===== src/cls_pkg.sv =====
`default_nettype none

package cls_pkg;

    localparam int DEPTH  = 64;
    localparam int IDX_W  = 6;
    localparam int CNT_W  = 7;
    localparam int DATA_W = 32;

    localparam logic [1:0] CMD_APPEND = 2'd0;
    localparam logic [1:0] CMD_REMOVE = 2'd1;
    localparam logic [1:0] CMD_READ   = 2'd2;

    localparam logic [1:0] ST_OK    = 2'd0;
    localparam logic [1:0] ST_RANGE = 2'd1;
    localparam logic [1:0] ST_FULL  = 2'd2;

    // broadcast to every cell of the row
    typedef struct packed {
        logic                     do_remove;
        logic                     do_append;
        logic [IDX_W-1:0]         index;
        logic [IDX_W-1:0]         tail;
        logic signed [DATA_W-1:0] value;
    } cell_ctl_t;

endpackage

`default_nettype wire


===== src/cls_cmd_if.sv =====
`default_nettype none

interface cls_cmd_if;
    logic                                      valid;
    logic                                      ready;
    logic [1:0]                                cmd;
    logic [cls_pkg::IDX_W-1:0]                 index;
    logic signed [cls_pkg::DATA_W-1:0]         value;

    modport source (output valid, output cmd, output index, output value, input ready);
    modport sink   (input valid, input cmd, input index, input value, output ready);
endinterface

`default_nettype wire


===== src/cls_rsp_if.sv =====
`default_nettype none

interface cls_rsp_if;
    logic                                      valid;
    logic                                      ready;
    logic signed [cls_pkg::DATA_W-1:0]         read_value;
    logic [1:0]                                status;
    logic [cls_pkg::CNT_W-1:0]                 count;
    logic [cls_pkg::CNT_W-1:0]                 allocated;

    modport source (output valid, output read_value, output status, output count,
                    output allocated, input ready);
    modport sink   (input valid, input read_value, input status, input count,
                    input allocated, output ready);
endinterface

`default_nettype wire


===== src/compacting_list_store.sv =====
// compacting_list_store
// Ordered list of signed 32-bit values held in a row of DEPTH storage cells.
// Command channel (req): cmd, index, value. Response channel (rsp): read_value,
// status, count, allocated. Both are valid/ready; a beat moves when both are high.
// Append writes the cell at the tail; remove makes every cell at or above the
// index load its upper neighbour in the same cycle; read ORs together the cell
// taps selected by the index. The response is registered and appears in the
// cycle after the command beat.
// Throughput is one command per cycle while rsp.ready is held high; the whole
// row updates in the accepting cycle, so nothing further limits it.
// A bad index on a remove or read gives status range and leaves the list
// untouched; an append with DEPTH entries held gives status full and is dropped.
// allocated follows 0, 1, 2, 4, ... saturating at DEPTH, growing on an append
// that finds count equal to allocated.
// Reset (rst_n low, asynchronous) empties the list, clears allocated and drops
// any pending response; cell contents are left as they are.
// When rsp stalls, the pending response holds and req.ready falls until it is
// taken.
`default_nettype none

module compacting_list_store (
    input  wire logic  clk,
    input  wire logic  rst_n,
    cls_cmd_if.sink    req,
    cls_rsp_if.source  rsp
);

    localparam logic [cls_pkg::CNT_W-1:0] DEPTH_C = cls_pkg::CNT_W'(cls_pkg::DEPTH);

    logic [cls_pkg::CNT_W-1:0] count_reg, count_next;
    logic [cls_pkg::CNT_W-1:0] cap_reg, cap_next;
    logic                      rsp_valid_reg;
    logic signed [cls_pkg::DATA_W-1:0] rd_reg, rd_next;
    logic [1:0]                status_reg, status_next;

    logic                      accept;
    logic                      in_range;
    logic                      full;
    logic [cls_pkg::CNT_W:0]   cap_grow;
    cls_pkg::cell_ctl_t        ctl;
    logic signed [cls_pkg::DATA_W-1:0] tap_or;

    logic signed [cls_pkg::DATA_W-1:0] cell_data [cls_pkg::DEPTH];
    logic signed [cls_pkg::DATA_W-1:0] cell_tap  [cls_pkg::DEPTH];

    assign req.ready = !rsp_valid_reg || rsp.ready;
    assign accept    = req.valid && req.ready;
    assign in_range  = {1'b0, req.index} < count_reg;
    assign full      = count_reg >= DEPTH_C;

    always_comb
    begin
        cap_grow = (cap_reg == '0) ? (cls_pkg::CNT_W+1)'(1) : {cap_reg, 1'b0};
        if (cap_grow > {1'b0, DEPTH_C})
        begin
            cap_grow = {1'b0, DEPTH_C};
        end
    end

    always_comb
    begin
        ctl.do_remove = accept && (req.cmd == cls_pkg::CMD_REMOVE) && in_range;
        ctl.do_append = accept && (req.cmd == cls_pkg::CMD_APPEND) && !full;
        ctl.index     = req.index;
        ctl.tail      = count_reg[cls_pkg::IDX_W-1:0];
        ctl.value     = req.value;
    end

    genvar g;
    generate
        for (g = 0; g < cls_pkg::DEPTH; g++)
        begin : g_cell
            logic signed [cls_pkg::DATA_W-1:0] upper;
            if (g == cls_pkg::DEPTH - 1)
            begin : g_top
                assign upper = '0;
            end
            else
            begin : g_mid
                assign upper = cell_data[g+1];
            end
            cls_cell u_cell (
                .clk   (clk),
                .pos   (cls_pkg::IDX_W'(g)),
                .ctl   (ctl),
                .upper (upper),
                .data  (cell_data[g]),
                .tap   (cell_tap[g])
            );
        end
    endgenerate

    always_comb
    begin
        tap_or = '0;
        for (int i = 0; i < cls_pkg::DEPTH; i++)
        begin
            tap_or = tap_or | cell_tap[i];
        end
    end

    always_comb
    begin
        count_next  = count_reg;
        cap_next    = cap_reg;
        rd_next     = '0;
        status_next = cls_pkg::ST_OK;
        unique case (req.cmd)
            cls_pkg::CMD_APPEND:
            begin
                if (full)
                begin
                    status_next = cls_pkg::ST_FULL;
                end
                else
                begin
                    if (count_reg == cap_reg)
                    begin
                        cap_next = cap_grow[cls_pkg::CNT_W-1:0];
                    end
                    count_next = count_reg + 1'b1;
                end
            end
            cls_pkg::CMD_REMOVE:
            begin
                if (!in_range)
                begin
                    status_next = cls_pkg::ST_RANGE;
                end
                else
                begin
                    count_next = count_reg - 1'b1;
                end
            end
            cls_pkg::CMD_READ:
            begin
                if (!in_range)
                begin
                    status_next = cls_pkg::ST_RANGE;
                end
                else
                begin
                    rd_next = tap_or;
                end
            end
            default:
            begin
                // unused code: no operation
            end
        endcase
    end

    always_ff @(posedge clk or negedge rst_n)
    begin
        if (!rst_n)
        begin
            count_reg     <= '0;
            cap_reg       <= '0;
            rsp_valid_reg <= 1'b0;
        end
        else
        begin
            if (accept)
            begin
                count_reg     <= count_next;
                cap_reg       <= cap_next;
                rsp_valid_reg <= 1'b1;
            end
            else if (rsp.ready)
            begin
                rsp_valid_reg <= 1'b0;
            end
        end
    end

    always_ff @(posedge clk)
    begin
        if (accept)
        begin
            rd_reg     <= rd_next;
            status_reg <= status_next;
        end
    end

    assign rsp.valid      = rsp_valid_reg;
    assign rsp.read_value = rd_reg;
    assign rsp.status     = status_reg;
    assign rsp.count      = count_reg;
    assign rsp.allocated  = cap_reg;

    a_count_bound: assert property (@(posedge clk) disable iff (!rst_n)
        count_reg <= DEPTH_C)
        else $error("entry count beyond store depth");

    a_count_le_cap: assert property (@(posedge clk) disable iff (!rst_n)
        count_reg <= cap_reg)
        else $error("entry count exceeds allocated capacity");

    a_append_grows: assert property (@(posedge clk) disable iff (!rst_n)
        (accept && (req.cmd == cls_pkg::CMD_APPEND) && !full)
        |=> (count_reg == $past(count_reg) + 1'b1))
        else $error("append did not advance the count");

    a_remove_shrinks: assert property (@(posedge clk) disable iff (!rst_n)
        (accept && (req.cmd == cls_pkg::CMD_REMOVE) && in_range)
        |=> (count_reg == $past(count_reg) - 1'b1) && (status_reg == cls_pkg::ST_OK))
        else $error("remove did not shrink the count");

endmodule

`default_nettype wire


===== src/cls_cell.sv =====
`default_nettype none

module cls_cell (
    input  wire logic                                  clk,
    input  wire logic [cls_pkg::IDX_W-1:0]             pos,
    input  wire cls_pkg::cell_ctl_t                    ctl,
    input  wire logic signed [cls_pkg::DATA_W-1:0]     upper,
    output logic signed [cls_pkg::DATA_W-1:0]          data,
    output logic signed [cls_pkg::DATA_W-1:0]          tap
);

    logic signed [cls_pkg::DATA_W-1:0] data_reg;
    logic signed [cls_pkg::DATA_W-1:0] data_next;

    always_comb
    begin
        data_next = data_reg;
        // remove: every cell at or above the hole takes its upper neighbour
        if (ctl.do_remove && (pos >= ctl.index))
        begin
            data_next = upper;
        end
        if (ctl.do_append && (pos == ctl.tail))
        begin
            data_next = ctl.value;
        end
    end

    always_ff @(posedge clk)
    begin
        data_reg <= data_next;
    end

    assign data = data_reg;
    assign tap  = (pos == ctl.index) ? data_reg : '0;

endmodule

`default_nettype wire


===== src/flat_wrapper.sv =====
// flat-port wrapper written by rule: the top's interface ports become plain ports
module compacting_list_store_flat 
  (clk, rst_n, req_valid, req_cmd, req_index, req_value, req_ready, rsp_valid, rsp_read_value, rsp_status, rsp_count, rsp_allocated, rsp_ready);
  cls_cmd_if req_i ();
  cls_rsp_if rsp_i ();
  input  wire logic clk;
  input  wire logic rst_n;
  input wire logic [$bits(req_i.valid)-1:0] req_valid;
  input wire logic [$bits(req_i.cmd)-1:0] req_cmd;
  input wire logic [$bits(req_i.index)-1:0] req_index;
  input wire logic [$bits(req_i.value)-1:0] req_value;
  output wire logic [$bits(req_i.ready)-1:0] req_ready;
  output wire logic [$bits(rsp_i.valid)-1:0] rsp_valid;
  output wire logic [$bits(rsp_i.read_value)-1:0] rsp_read_value;
  output wire logic [$bits(rsp_i.status)-1:0] rsp_status;
  output wire logic [$bits(rsp_i.count)-1:0] rsp_count;
  output wire logic [$bits(rsp_i.allocated)-1:0] rsp_allocated;
  input wire logic [$bits(rsp_i.ready)-1:0] rsp_ready;
  assign req_i.valid = req_valid;
  assign req_i.cmd = req_cmd;
  assign req_i.index = req_index;
  assign req_i.value = req_value;
  assign req_ready = req_i.ready;
  assign rsp_valid = rsp_i.valid;
  assign rsp_read_value = rsp_i.read_value;
  assign rsp_status = rsp_i.status;
  assign rsp_count = rsp_i.count;
  assign rsp_allocated = rsp_i.allocated;
  assign rsp_i.ready = rsp_ready;
  compacting_list_store u_core (.clk(clk), .rst_n(rst_n), .req(req_i), .rsp(rsp_i));
endmodule

===== config.mk =====
export PLATFORM = sky130hd
export DESIGN_NAME = compacting_list_store_flat
export DESIGN_NICKNAME = d
export VERILOG_FILES = /design/src/cls_pkg.sv /design/src/cls_cmd_if.sv /design/src/cls_rsp_if.sv /design/src/compacting_list_store.sv /design/src/cls_cell.sv /design/src/flat_wrapper.sv
export SDC_FILE = /design/constraint.sdc
export NUM_CORES = 2
export LEC_CHECK = 0
export BUFFER_PORTS_ARGS = -buffer_cell sky130_fd_sc_hd__buf_2
export CORE_ASPECT_RATIO = 1.4
export CORE_MARGIN = 4
export CORE_UTILIZATION = 60
export CTS_CLUSTER_SIZE = 24
export DETAILED_ROUTE_END_ITERATION = 16
export GPL_TIMING_DRIVEN = 0
export PLACE_DENSITY = 0.78
export RECOVER_POWER = 25
export SLEW_MARGIN = 20
export SYNTH_ARGS = -nofsm -noshare
export SYNTH_HDL_FRONTEND = slang
export SYNTH_HIERARCHICAL = 1
export SYNTH_SLANG_ARGS = --single-unit

===== constraint.sdc =====
create_clock -name clk -period 7.1 [get_ports clk]
set_input_delay 1.065 -clock clk [delete_from_list [all_inputs] [get_ports clk]]
set_output_delay 1.065 -clock clk [all_outputs]
set_load 0.02 [all_outputs]

=== Yosys cells after proc, flatten, opt, wreduce, memory -nomap -nowiden ===
Index checks and enable logic that the tools add are counted.

* Bits in writable memories: 0
* Register bits after elaboration: 2097
* Bits in read-only memories: 0
* Input bits: 44
* Output and inout port bits: 50
* Word-level logic and storage cells: 745
* Memories: 0
* Bits in latches: 0

* Multiply operators: 0
* Equal/unequal tests: 131
* Multiplexer cells: 202
* $add $sub $neg: 2
* Bitwise operators: 64
* Reductions and logical operators: 210
* Shift-type cells: 0
* Div/mod/pow operators: 0
* Order comparisons: 67

{| class="wikitable"
|+ Operators by type and width
! cell !! count
|-
| $mux 32 || 192
|-
| $or 32x32->32 || 63
|-
| $eq 6x6->1 const A || 64
|-
| $eq 5x6->1 const A || 32
|-
| $ge 6x6->1 const A || 32
|-
| $logic_and 1x1->1 || 133
|-
| $reduce_bool 2->1 || 66
|-
| $eq 4x6->1 const A || 16
|-
| $ge 5x6->1 const A || 16
|-
| $eq 3x6->1 const A || 8
|-
| $ge 4x6->1 const A || 8
|-
| $eq 2x6->1 const A || 4
|-
| $ge 3x6->1 const A || 4
|-
| $mux 7 || 3
|-
| $pmux 7 s2 || 1
|-
| $eq 1x6->1 const A || 2
|-
| $ge 1x6->1 const A || 2
|-
| $ge 2x6->1 const A || 2
|-
| $logic_not 6->1 || 2
|-
| $gt 8x7->1 const B || 1
|-
| $mux 8 || 1
|-
| $reduce_and 4->1 || 2
|-
| $add 7x1->7 const B || 1
|-
| $eq 7x7->1 || 1
|-
| 17 further kinds || 20
|}

=== Logic depth before layout (Yosys ltp) ===
* Word-level depth: 65
* Depth in mapped cells: 10
* Mapped depth without buffers: 9

=== By module ===
The synthesis kept the hierarchy.

{| class="wikitable"
|+ Modules (own cells, without submodules)
! module !! times used !! sequential area each (µm²) !! area each (µm²) !! cells an instance
|-
| cls_cell || 64 || 960.9 || 1803.0 || 132
|-
| compacting_list_store || 1 || 1396.3 || 6610.1 || 876
|}

=== Worst setup path before layout ===
Ideal clock, no wire load.

* Kind: register to register
* Start: register u_core.count_reg (netlist bit u_core/rsp.count[1])
* End: register u_core.g_cell[0].u_cell.data_reg (netlist bit u_core/g_cell[0].u_cell/data[0]), enable pin
* Path buffers: 0
* Stages on the path, launching flop included: 8
* Clock period less this slack: 6.504 ns
* Arrival time: 6.117 ns
* Setup slack: 0.596 ns
* Required time: 6.712 ns
* Setup time: 0.388 ns
* Cell sequence: dfrtp_1 > inv_1 > ha_1 > a21o_2 > a31oi_1 > o22ai_1 > nor2_1 > a21o_1

{| class="wikitable"
|+ RTL lines
! what !! RTL line !! source
|-
| start, declared || compacting_list_store.sv:30 || <nowiki>logic [cls_pkg::CNT_W-1:0] count_reg, count_next;</nowiki>
|-
| start signal, assigned || compacting_list_store.sv:165 || <nowiki>count_reg <= count_next;</nowiki>
|-
| end signal, assigned || cls_cell.sv:31 || <nowiki>data_reg <= data_next;</nowiki>
|-
| end, declared || cls_cell.sv:12 || <nowiki>logic signed [cls_pkg::DATA_W-1:0] data_reg;</nowiki>
|}

=== Final worst setup path ===
* Start: register u_core.count_reg (netlist bit u_core/rsp.count[5])
* End: register u_core.g_cell[52].u_cell.data_reg (netlist bit u_core/g_cell[52].u_cell/data[31]), enable pin

* Cells in the longest elaborated chain, start to end: 5
* Elaborated cells on any way between the ends: 9
* Those cells by class: order compare (2); eq/ne (1); reduce/logical (6)

{| class="wikitable"
|+ RTL lines
! what !! RTL line !! source
|-
| $ge 7x7->1 || compacting_list_store.sv:49 || <nowiki>assign full = count_reg >= DEPTH_C;</nowiki>
|-
| $logic_not 1->1 || compacting_list_store.sv:63 || <nowiki>ctl.do_append = accept && (req.cmd == cls_pkg::CMD_APPEND) && !full;</nowiki>
|-
| $logic_and 1x1->1 || compacting_list_store.sv:63 ||
|-
| $logic_and 1x1->1 || cls_cell.sv:23 || <nowiki>if (ctl.do_append && (pos == ctl.tail))</nowiki>
|-
| $reduce_bool 2->1 (no line) (*) || - ||
|-
| end signal, assigned || cls_cell.sv:31 ||
|-
| end, declared || cls_cell.sv:12 ||
|}

Every way passes the cells marked *; elsewhere a longest branch is shown, timed or not.
A chain may end at the register's enable or synchronous reset.

==> impl_metrics.yaml <==
timing:
  fmax_ghz: 0.1705
  finalHoldViolations: 0
  timing.setup.tns_ns: 0
  min_period_over_period_pct: 82.61
  worst-slew-pin-transition_ns: 3.464
  maxSlewViolCount: 569
  rsz0062_at_grt: "false"
  holdWs_ns: 0.3069
  fin_crit_ns: 5.865
  relSlewSlack_pct: -133.1
  skew_ns: 0.05901
  report.final.setup_viol: 0
floorplanning:
  io_pins: 94
  die_h_um: 541.5
  rows: 195
  initial_core_util_pct: 60.39
  dieArea_um2: 210700
  coreArea_um2: 202000
  die_w_um: 389.1
layout:
  largest_reg_flops: 2048
  final_nets: 10960
  final_cell_area_um2: 135900
  syn_to_final_growth_pct: 11.42
  fin_util_pct: 67.29
  layout-drive-gt1-share_pct: 23.69
  fillers: 14910
logic_synthesis:
  synth_top_family_by_area: "multiplexers"
  ys_ff_latch: 2097
  synth-xor-area-share_pct: 2.829
  yosysTopAreaCell: "edfxtp_1"
  synth_area_um2: 122000
  synthAdderAreaFrac_pct: 4.098
  synthArstFlopShare_pct: 0.7153
  synth_top_area_share_pct: 51.25
  ys.flop_type: "edfxtp_1"
  syn-instance-count: 9324
  seq_area_frac_synth_pct: 51.55
  synth.area.top_cells: "edfxtp_1 51%, mux2_2 18%, and2_1 11%"
  synth-compound-area-share_pct: 2.205
  postSynthAreaPerCell_um2: 13.08
  ys.warnings.count: 6
  synth_mux_area_share_pct: 18.94
  synthSimpleGateAreaFrac_pct: 16.71
  ys_types: 48
  synth-edff-count: 2082
drt:
  dr.pass1.iters: 6
  dr_total_vias: 79190
  wl_mm: 352.4
  drc_errors: 0
  ant_nets: 0
  wl_per_cell_um: 26.39
  via_per_inst: 5.931
  drtIter0Drc: 6277
setup_path:
  cp.arrival_ns: 6.40
  path_delay_family: "simple AND/OR/NAND/NOR gates"
  cp_slowest_cell: "nor4_1"
  crit_path_cell_trace: "buf_12, buf_16, xor2_1, nor4_1, buf_6, a21o_2, buf_12"
  criticalPathCategory: "reg -> reg"
  start_kind: "register"
  end_kind: "register"
  path_buf_inv: 4
  crit_path_max_incr_delay_ns: 2.36
  cp.required_ns: 7.64
  cp_common_cell: "buf_12"
  crit_start: "u_core/rsp.count[5]$_DFFE_PN0P_"
  cp_max_fo: 30
  reg2reg_from: "u_core/rsp.count[5]$_DFFE_PN0P_"
placement:
  dpl_cell_area_um2: 131000
  port_buffers: 93
  gp_congestion: 0.9454
  dp_hpwl_mm: 275.2
clock_tree:
  clockRootBuffer: "clkbuf_16"
  cts_hold_buf: 0
  cts-buffers-inserted: 207
  htree_levels: 4
  cts_setup_buffers: 0
  clkTransAtPathRegs_ns: 0.07
  cts_num_sinks: 2097
  cts.path.max_buffers: 4
  cts_resized: 0
  cts_tree: "done"
  clock_latency_ns: 0.88
global_route:
  grt_use_total_pct: 32.69
  antenna_found_initial: 14
  grt_max_degree: 65
  grt_pass1_wl_mm: 513.0
  first_global_vias: 82040
  overflow: 0
pwr:
  leakage_nw: 50.37
  ir_worst_vdd_uv: 243.6
  p_per_area_nw_per_um2: 220.7
  total_power_w: 0.02999
min_path:
  hold_class: "in -> async"
flow_run:
  drv_cap: 68
status:
  failed_checks: "max-capacitance violations, max-slew violations"
  status: "complete, but fails checks"
## report_power, final
part / internal (W) / switching (W) / total [W]
clock network: 0.00624 / 0.00491 / 0.0111
logic: 0.00174 / 0.00271 / 0.00444
registers: 0.0140 / 0.000435 / 0.0144
## cell type report
cell class	count	area, µm²	share of cell area [%]
Timing Repair Buffer	188	2385	1.754
Tap cell	2659	3327	2.448
Clock inverter	129	1219	0.8965
Sequential cell	2097	62900	46.27
Clock buffer	241	5435	3.999
Inverter	395	1483	1.091
Buffer	395	2301	1.693
Antenna cell	14	35.03	0.02577
Multi-Input combinational cell	7235	56850	41.82
## synth_stat cells, drive strengths merged (65+ instances only)
| cell type | number |
|---|---|
| inv | 395 |
| edfxtp | 2082 |
| mux2 | 2048 |
| clkbuf | 192 |
| ha | 398 |
| a21oi | 134 |
| buf | 203 |
| and2 | 2050 |
| nand4 | 256 |
| nand2 | 80 |
| nor2 | 102 |
| a21o | 70 |
| xor2 | 201 |
| xnor2 | 193 |
| o21a | 65 |
| o21ai | 71 |
| nor4 | 610 |
| nand2b | 69 |
## layer usage
metal	vias up	routed length, µm	track usage [%]
met3	864	18030	3.298
met2	2714	179600	59.07
li1	35990	-	-
met1	39620	128500	37.32
met5	-	27	0
met4	4	26230	19.89
## worst paths after layout
path	to	slack [ns]	cells after the start
max	u_core/g_cell[52].u_cell/data[31]$_DFFE_PP_	1.23	7
min	u_core/rsp.count[1]$_DFFE_PN0P_	0.31	1
max reg2reg	u_core/g_cell[52].u_cell/data[31]$_DFFE_PP_	1.23	7
min reg2reg	u_core/g_cell[14].u_cell/data[19]$_DFFE_PP_	0.54	1
max in group asynchronous	u_core/rsp.count[3]$_DFFE_PN0P_	6.28	1
min in group clk	u_core/rsp.valid$_DFFE_PN0P_	0.49	2
## metrics by stage
stage	cells	worst slack, ns
2_1_floorplan	10120	0.5956
3_3_place_gp	12870	-5.531
3_5_place_dp	12970	1.835
4_1_cts	13340	2.738
5_1_grt	13340	1.389
6_report	13350	1.235
## placed cells by master, fill, tap and decap left out, types with 26 or more instances in the layout
master,Yosys,final
clkbuf_16,0,213
inv_1,395,395
nor2_1,102,67
buf_6,196,108
xor2_1,201,201
o21a_1,65,65
a21oi_1,134,134
ha_1,398,398
mux2_1,128,170
buf_4,6,26
buf_12,0,75
xnor2_1,193,193
nand4_1,256,256
mux2_2,1920,1878
clkinv_1,0,43
conb_1,2,800
nor2_2,0,34
nand2_1,80,80
and2_1,2050,2048
nand2b_1,68,68
clkinv_2,0,36
buf_2,1,26
clkbuf_1,192,361
o21ai_0,71,71
a211o_1,64,64
a21o_2,2,66
nor4_1,545,610
edfxtp_1,2082,2082
## cell families (layout without fill, tap and decap cells)
logic type | after synthesis | count (layout)
buf+inv | 790 | 1348
xor+xnor | 394 | 394
other cells | 2 | 814
flops | 2097 | 2097
mux | 2053 | 2053
simple gates | 3174 | 3174
fa+ha+maj | 399 | 399
compound gates | 415 | 415
Power figures use the tool's default switching activity.
